$ cat config.mk
export PLATFORM = sky130hd
export DESIGN_NAME = pmm_seq
export DESIGN_NICKNAME = d
export VERILOG_FILES = /design/src/pmm_pkg.sv /design/src/pmm_seq.sv
export SDC_FILE = /design/constraint.sdc
export NUM_CORES = 1
export LEC_CHECK = 0
export ABC_AREA = 1
export BUFFER_PORTS_ARGS = -buffer_cell sky130_fd_sc_hd__buf_4
export CORE_ASPECT_RATIO = 0.8
export CORE_MARGIN = 2
export CORE_UTILIZATION = 40
export DETAILED_ROUTE_END_ITERATION = 16
export SYNTH_ARGS = -nofsm -noshare
export SYNTH_HDL_FRONTEND = slang
export SYNTH_SLANG_ARGS = --single-unit
export TNS_END_PERCENT = 1
$ cat constraint.sdc
create_clock -name i_clk -period 4.4 [get_ports i_clk]
set_clock_uncertainty 0.2 [all_clocks]
set_input_delay 0.66 -clock i_clk [delete_from_list [all_inputs] [get_ports i_clk]]
set_output_delay 0.66 -clock i_clk [all_outputs]
set_load 0.005 [all_outputs]
$ cat src/pmm_pkg.sv
// shared constants and types for the polynomial multiplier mod 2^64
`timescale 1ns / 1ps

package pmm_pkg;

    localparam int COEFF_W     = 64;
    localparam int HALF_W      = COEFF_W / 2;
    localparam int IDX_W       = 9;
    localparam int LEN_W       = 9;
    localparam int CMD_W       = 2;
    localparam int CFG_IDX_W   = 1;
    localparam int DEF_MAX_LEN = 256;

    localparam logic [CMD_W-1:0] CMD_WR_A = 2'd0;
    localparam logic [CMD_W-1:0] CMD_WR_B = 2'd1;
    localparam logic [CMD_W-1:0] CMD_RD   = 2'd2;

    localparam logic [CFG_IDX_W-1:0] CFG_LEN_A = 1'b0;
    localparam logic [CFG_IDX_W-1:0] CFG_LEN_B = 1'b1;

    // control that travels alongside one multiply-add beat
    typedef struct packed {
        logic vld;
        logic first;
        logic last;
        logic oor;
    } t_mac_ctl;

endpackage

$ cat src/pmm_seq.sv
// command decode and term sequencer for product coefficient reads
`timescale 1ns / 1ps

module pmm_seq
    import pmm_pkg::*;
#(
    parameter int MAX_LEN = DEF_MAX_LEN,
    parameter int ADDR_W  = (MAX_LEN > 1) ? $clog2(MAX_LEN) : 1
) (
    input  logic              i_clk,
    input  logic              i_rst_n,
    input  logic              i_start,
    input  logic [CMD_W-1:0]  i_cmd,
    input  logic [IDX_W-1:0]  i_idx,
    input  logic [LEN_W-1:0]  i_len_a,
    input  logic [LEN_W-1:0]  i_len_b,
    input  logic              i_done,
    output logic              o_busy,
    output logic              o_we_a,
    output logic              o_we_b,
    output logic [ADDR_W-1:0] o_waddr,
    output logic              o_re,
    output logic [ADDR_W-1:0] o_raddr_a,
    output logic [ADDR_W-1:0] o_raddr_b,
    output t_mac_ctl          o_ctl
);

    localparam int LW = $clog2(MAX_LEN + 1);
    localparam int CW = ((LW > LEN_W) ? LW : LEN_W) + 1;

    localparam logic [1:0] ST_IDLE  = 2'd0;
    localparam logic [1:0] ST_ISSUE = 2'd1;
    localparam logic [1:0] ST_WAIT  = 2'd2;

    function automatic logic [CW-1:0] eff_len(input logic [LEN_W-1:0] v);
        logic [CW-1:0] x;
        x = CW'(v);
        if (x == '0) begin
            return CW'(1);
        end else if (x > CW'(MAX_LEN)) begin
            return CW'(MAX_LEN);
        end
        return x;
    endfunction

    logic [1:0]    r_state;
    logic [1:0]    n_state;
    logic [CW-1:0] r_i;
    logic [CW-1:0] r_j;
    logic [CW-1:0] r_hi;
    logic          r_oor;
    logic          r_first;
    logic [CW-1:0] n_k;
    logic [CW-1:0] n_la;
    logic [CW-1:0] n_lb;
    logic [CW-1:0] n_lo;
    logic          n_accept;
    logic          n_last;

    always_comb begin
        n_k      = CW'(i_idx);
        n_la     = eff_len(i_len_a);
        n_lb     = eff_len(i_len_b);
        n_accept = i_start & (r_state == ST_IDLE);
        // first a index whose b partner still lies inside b
        n_lo     = (n_k >= n_lb) ? (n_k - n_lb + CW'(1)) : '0;
        n_last   = r_oor | (r_i == r_hi);
        n_state  = r_state;
        case (r_state)
            ST_IDLE: begin
                if (n_accept && i_cmd == CMD_RD) begin
                    n_state = ST_ISSUE;
                end
            end
            ST_ISSUE: begin
                if (n_last) begin
                    n_state = ST_WAIT;
                end
            end
            ST_WAIT: begin
                if (i_done) begin
                    n_state = ST_IDLE;
                end
            end
            default: begin
                n_state = ST_IDLE;
            end
        endcase
    end

    always_ff @(posedge i_clk) begin
        if (!i_rst_n) begin
            r_state <= ST_IDLE;
        end else begin
            r_state <= n_state;
        end
    end

    always_ff @(posedge i_clk) begin
        if (n_accept) begin
            r_i     <= n_lo;
            r_j     <= n_k - n_lo;
            r_hi    <= (n_k < n_la) ? n_k : (n_la - CW'(1));
            r_oor   <= (n_k >= n_la + n_lb - CW'(1));
            r_first <= 1'b1;
        end else if (r_state == ST_ISSUE) begin
            r_i     <= r_i + CW'(1);
            r_j     <= r_j - CW'(1);
            r_first <= 1'b0;
        end
    end

    assign o_busy    = (r_state != ST_IDLE);
    assign o_we_a    = n_accept & (i_cmd == CMD_WR_A) & (n_k < n_la);
    assign o_we_b    = n_accept & (i_cmd == CMD_WR_B) & (n_k < n_lb);
    assign o_waddr   = n_k[ADDR_W-1:0];
    assign o_re      = (r_state == ST_ISSUE);
    assign o_raddr_a = r_i[ADDR_W-1:0];
    assign o_raddr_b = r_j[ADDR_W-1:0];

    always_comb begin
        o_ctl.vld   = (r_state == ST_ISSUE);
        o_ctl.first = r_first;
        o_ctl.last  = n_last;
        o_ctl.oor   = r_oor;
    end

endmodule

### After elaboration in Yosys (flattened, before gate mapping)

Cells that the tools add are included.
Widths: inputs -> output; s select.

* register bits: 34
* bits of input ports: 33
* output and inout bits: 32
* logic and storage cells: 63

* add/subtract/negate cells: 8
* magnitude comparators: 6
* equal/unequal tests: 8
* mux-type cells: 20
* bitwise operators: 6
* reductions and logical operators: 8

Operators with widths (count)
* $mux 10: 11
* $sub 10x1->10 const B: 3
* $add 10x1->10 const B: 2
* $ge 9x10->1: 2
* $lt 9x10->1: 2
* $sub 9x10->10: 2
* $gt 9x9->1 const B: 2
* $logic_not 9->1: 2
* $add 10x10->10: 1
* $eq 10x10->1: 1
* $mux 9: 1
* $mux 2: 3
* $pmux 2 s3: 1
* $and 1x1->1: 5
* $eq 2x1->1 const B: 2
* $eq 2x2->1 const B: 2
* $logic_not 2->1: 2
* $mux 1: 4
* $ne 2x1->1 const B: 2
* $reduce_bool 2->1: 2
* $reduce_and 3->1: 1
* $ne 2x2->1 const B: 1
* $logic_and 1x1->1: 1
* $or 1x1->1: 1

### Depth between registers and ports, before layout

* depth after elaboration: 9
* gate-level depth with buffers: 26
* mapped depth without buffers: 26

### Worst setup path before layout

OpenSTA, ideal clock, no wires.

* path type: input port to flip-flop
* from: in i_len_b[4]
* to: reg r_j[6] (data pin)
* setup time: 0.263 ns
* data arrival time: 3.847 ns
* data required time: 3.937 ns
* setup slack: 0.090 ns
* cell stages on the path: 22
* buffers on the path: 0
* cells stage by stage: nor4_1 > nand2_1 > nor3_1 > ha_1 > nand2_1 > inv_1 > ha_1 > inv_1 > ha_1 > inv_1 > fa_1 > inv_1 > or2_2 > nand3_1 > ha_1 > a21o_1 > a31oi_1 > nor2_1 > o21ai_0 > nand2_1 > nor2_1 > o21ai_0

* longest elaborated chain between the ends: 9
* elaborated cells between the ends (all ways): 12
* classes of those cells: 3 x add/sub; 2 x order compare; 6 x mux; 1 x reduce/logical

Ends and longest elaborated chain
* start, declared: line pmm_seq.sv:16 `input logic [LEN_W-1:0] i_len_b,`
* $gt 9x9->1: line pmm_seq.sv:40 `end else if (x > CW'(MAX_LEN)) begin`
* $mux 1: line pmm_seq.sv:40
* $mux 1: line pmm_seq.sv:38 `if (x == '0) begin`
* $mux 10 *: line pmm_seq.sv:43 `return x;`
* $sub 9x10->10: line pmm_seq.sv:66 `n_lo = (n_k >= n_lb) ? (n_k - n_lb + CW'(1)) : '0;`
* $add 10x1->10: line pmm_seq.sv:66
* $mux 10 *: line pmm_seq.sv:66
* $sub 9x10->10 *: line pmm_seq.sv:102 `r_j <= n_k - n_lo;`
* $mux 10 *: line pmm_seq.sv:100 `if (n_accept) begin`
* end signal, assigned: line pmm_seq.sv:102
* end signal, assigned: line pmm_seq.sv:108 `r_j <= r_j - CW'(1);`
* end, declared: line pmm_seq.sv:49 `logic [CW-1:0] r_j;`

Mark *: on every way between the ends. The rest lies on a longest branch, timed or not.
A chain may end at the register's enable or synchronous reset.

### Worst setup path after layout

* from: in i_len_b[4]
* to: reg r_j[5] (data pin)

Same word-level chain as after synthesis.

==> summary.md <==
| Metric | Value |
|---|---|
| PD cells | `approximately 310 nW/µm²` |
| Worst Path Required | `between 4000 and 5000 ps` |
| Max-slew violation count | `0` |
| Number of rows created at floorplan | `32` |
| Worst Tran Pin Value | `between 900 and 1000 ps` |
| 1st-iter DRT viols | `about 180` |
| Ranking of synthesized cells by instance count | `118 x sky130_fd_sc_hd__nand2_1, 88 x sky130_fd_sc_hd__inv_1, 64 x sky130_fd_sc_hd__ha_1` |
| Fraction of the yosys area taken by sequential cells | `0.233` |
| Result of the run | `finished, final reports clean` |
| Worst r2r dst | `r_i[9]$_DFFE_PP_` |
| Setup crit end kind | `flop` |
| DRC Markers | `0` |
| Primary FF master, synth | `sky130_fd_sc_hd__edfxtp_1` |
| Worst-case vdd ir drop | `0.000132 V` |
| Critical Path Start Type | `input pin` |
| Post-Synthesis Cell Area | `roughly 4000 µm²` |
| Crit-path max FO | `5` |
| Number of hold-slack violations in the final timing report | `0` |
| Minimum setup slack after placement | `-157 ps` |
| Worst path arrival time | `approximately 4000 ps` |
| Via count of the first global-routing pass | `between 3k and 4k` |
| Mean Syn Cell Area | `7.47 µm²` |
| Number of search-and-repair iterations in the first detailed-routing pass | `4` |
| Slack of the critical path | `between 150 and 200 ps` |
| Post-synth ARST share | `0` |
| Overall die area | `10800 µm²` |
| Core region area | `about 9700 µm²` |
| Post-layout minimum cycle time | `~4200 ps` |
| Ratio of routed vias to standard cells | `around 4.8` |
| Setup total negative slack | `0 ps` |
| Largest area contributor in the netlist | `sky130_fd_sc_hd__edfxtp_1` |
| Number of nets with antenna violations after routing | `0` |
| Remaining Overflow, GRT | `0` |
| Gate count of the mapped netlist | `534` |
| Fraction of post-synthesis cell area in the top cell type by area | `0.218` |
| Total global routing track utilization | `0.197` |
| Unrepaired setup endpoints after global routing | `yes` |
| Utilization after layout | `0.519` |
| Number of synthesis warnings | `0` |
| R2r worst-path depth | `6` |
| TritonCTS buffer count | `5` |
| Share of the clock period used by the worst path after layout | `0.955` |
| Max Buffers Root-to-Sink | `2` |
| Nets in the synthesized netlist | `approximately 640` |
| Clock-pin transition on the worst setup and hold timing paths | `approximately 50 ps` |
| Power Total | `0.00154 W` |
| Worst Path Class, Setup | `in2reg` |
| Synth Register Bits | `32` |
| Worst setup path startpoint | `i_len_b[4]` |
| Final weighted congestion in routability-driven placement | `between 0.9 and 1` |
| Width of the die | `approximately 120 µm` |
| WHS | `~260 ps` |
| Top achievable clock speed | `238 MHz` |
| Hold buffer count at CTS | `0` |
| DRT Wirelength | `approximately 10 mm` |
| Sinks on Clock Net | `32` |
| Hold Startpoint | `r_first$_SDFFE_PP1P_` |
| Worst Hold Path Cells | `2` |
| Synth cell types | `39` |
| Clock insertion delay at the later pin of the skew report | `270 ps` |
| R2r setup slk | `about 2200 ps` |
| Post-layout nets | `a little over 700` |
| MaxCap Viol Count | `0` |
| Signed area change from the synthesized netlist to the final layout | `26.0%` |
| Hold path endpoint | `r_first$_SDFFE_PP1P_` |
| H-tree Lvls | `2` |
| Num ports | `65` |
| Effective utilization at floorplan | `0.412` |
| Overall via count from detail_route | `3640` |
| Leakage component of the power | `2.57 nW` |
| Global-route wire length before repair | `16.8 mm` |
| CTS Root Buffer Type | `sky130_fd_sc_hd__clkbuf_16` |
| Biggest area contributors in the synthesized netlist | `sky130_fd_sc_hd__edfxtp_1 22%, sky130_fd_sc_hd__ha_1 20%, sky130_fd_sc_hd__nand2_1 11%` |
| Filler cells | `just over 900` |
| Wire length per cell | `13.4 µm` |
| Final number of setup-violating endpoints | `0` |
| Number of enable-type register cells in the synthesized netlist | `29` |
| Final antenna diode count | `0` |
| Sum of net half-perimeters after detailed placement | `just over 8 mm` |
| Slew HR | `0.390` |
| Path class of the lowest-slack min-delay path | `reg2reg` |
| Port buffer count | `between 60 and 70` |
| DIE HEIGHT | `93.3 µm` |
| Fraction of layout cells with a size suffix above 1 | `0.238` |
| Worst R2R Start | `r_state[1]$_SDFFE_PN0P_` |
| Most frequently used cell type in the post-synthesis netlist | `sky130_fd_sc_hd__nand2_1` |
| Initial antenna violation count | `0` |
| TritonCTS clock tree | `built` |
| Maximum number of pins on one net before global-route repair | `29` |
-- kinds of logic (layout without fill, tap and decap cells) --
family / after synthesis / count (layout) / share of synthesized area
xor gates and xnor gates: 32 / 32 / 0.0703
and+or+nand+nor: 209 / 209 / 0.229
buffers and inverters: 116 / 205 / 0.133
adders and majority gates: 70 / 70 / 0.231
AOI/OAI and AO/OA: 75 / 75 / 0.104
DFF: 32 / 32 / 0.233
-- report_power, final --
group          internal (W)  total (W)  switching (W)
Sequential         0.000402   0.000449      0.0000463
Clock              0.000220   0.000339       0.000119
Combinational      0.000354   0.000748       0.000393
-- cell type report --
| type | count | area (µm²) | share of cell area |
|---|---|---|---|
| Clock buffer | 6 | 139 | 0.0276 |
| Clock inverter | 1 | 3.75 | 0.000747 |
| Inverter | 90 | 339 | 0.0675 |
| Multi-Input combinational cell | 386 | 2630 | 0.524 |
| Sequential cell | 32 | 931 | 0.185 |
| Tap cell | 136 | 170 | 0.0339 |
| Timing Repair Buffer | 108 | 811 | 0.161 |
-- stage by stage --
step	cell area, µm²	cells
after floorplan	3990	534
final	5030	759
after global placement	4760	750
after detailed placement	4760	750
after global routing	5030	759
after CTS	4910	757
-- per-layer routing --
layer	global-route usage	vias up	part of all wire
met5	0	-	0
met4	0.0327	0	0.0059
met3	0.0253	6	0.043
met2	0.341	69	0.48
met1	0.267	1643	0.47
li1	-	1922	-
-- what timing repair did --
| item | in CTS | in global routing |
|---|---|---|
| setup buffers | 0 | 2 |
| resized for setup | 0 | 23 |
| setup endpoints to repair | 0 | 5 |
-- registers in the layout (all words and copies together), names as in the netlist --
name,flops
r_hi,10
r_i,10
r_j,8
r_oor,1
r_state,2
r_first,1
-- worst max-delay path: stages --
cell and delay, ps:
sky130_fd_sc_hd__buf_4 120, sky130_fd_sc_hd__nor4_2 250, sky130_fd_sc_hd__nand2_1 100, sky130_fd_sc_hd__nor3_2 120, sky130_fd_sc_hd__ha_1 300, sky130_fd_sc_hd__nand2_1 130, sky130_fd_sc_hd__ha_1 200, sky130_fd_sc_hd__fa_1 440
sky130_fd_sc_hd__a21o_1 180, sky130_fd_sc_hd__a31oi_2 210, sky130_fd_sc_hd__inv_1 70, sky130_fd_sc_hd__nand2_1 80, sky130_fd_sc_hd__nand3_1 170, sky130_fd_sc_hd__ha_4 330, sky130_fd_sc_hd__buf_4 120, sky130_fd_sc_hd__nand2_1 70
sky130_fd_sc_hd__o21a_1 200, sky130_fd_sc_hd__nand3_1 70, sky130_fd_sc_hd__nand2_1 60, sky130_fd_sc_hd__nand2_1 60, sky130_fd_sc_hd__nand2_1 70
-- placed cells by master (no fill, tap or decap), types with 2 or more instances in the layout --
| master | instances |
|---|---|
| sky130_fd_sc_hd__nand2_1 | 116 |
| sky130_fd_sc_hd__nand2_2 | 3 |
| sky130_fd_sc_hd__o21bai_1 | 2 |
| sky130_fd_sc_hd__edfxtp_1 | 29 |
| sky130_fd_sc_hd__inv_2 | 3 |
| sky130_fd_sc_hd__nor2_1 | 27 |
| sky130_fd_sc_hd__nor3_2 | 2 |
| sky130_fd_sc_hd__clkbuf_16 | 5 |
| sky130_fd_sc_hd__fa_1 | 5 |
| sky130_fd_sc_hd__nand3b_1 | 2 |
| sky130_fd_sc_hd__ha_1 | 57 |
| sky130_fd_sc_hd__a31oi_1 | 2 |
| sky130_fd_sc_hd__dfxtp_1 | 3 |
| sky130_fd_sc_hd__o21ai_1 | 3 |
| sky130_fd_sc_hd__ha_2 | 4 |
| sky130_fd_sc_hd__nand3_2 | 3 |
| sky130_fd_sc_hd__a21o_1 | 3 |
| sky130_fd_sc_hd__nor3_1 | 7 |
| sky130_fd_sc_hd__or2_2 | 3 |
| sky130_fd_sc_hd__a31oi_2 | 2 |
| sky130_fd_sc_hd__o21ai_2 | 2 |
| sky130_fd_sc_hd__a21oi_2 | 5 |
| sky130_fd_sc_hd__xnor2_1 | 12 |
| sky130_fd_sc_hd__nand4_1 | 9 |
| sky130_fd_sc_hd__nor4_1 | 4 |
| sky130_fd_sc_hd__buf_4 | 108 |
| sky130_fd_sc_hd__nand3_1 | 29 |
| sky130_fd_sc_hd__o21ai_0 | 33 |
| sky130_fd_sc_hd__ha_4 | 3 |
| sky130_fd_sc_hd__inv_1 | 86 |
| sky130_fd_sc_hd__a21oi_1 | 19 |
| sky130_fd_sc_hd__xor2_1 | 20 |
-- worst max-delay path by stage --
stage	endpoint	slack [ps]	cells past startpoint
global route	r_j[6]$_DFFE_PP_	-70	22
floorplan	r_j[6]$_DFFE_PP_	90	22
finish	r_j[5]$_DFFE_PP_	200	21
CTS	r_j[6]$_DFFE_PP_	120	23
detailed placement	r_j[6]$_DFFE_PP_	-160	23
global placement	r_j[6]$_DFFE_PP_	-100	23
No activity file was read; power rests on OpenSTA's default activity.
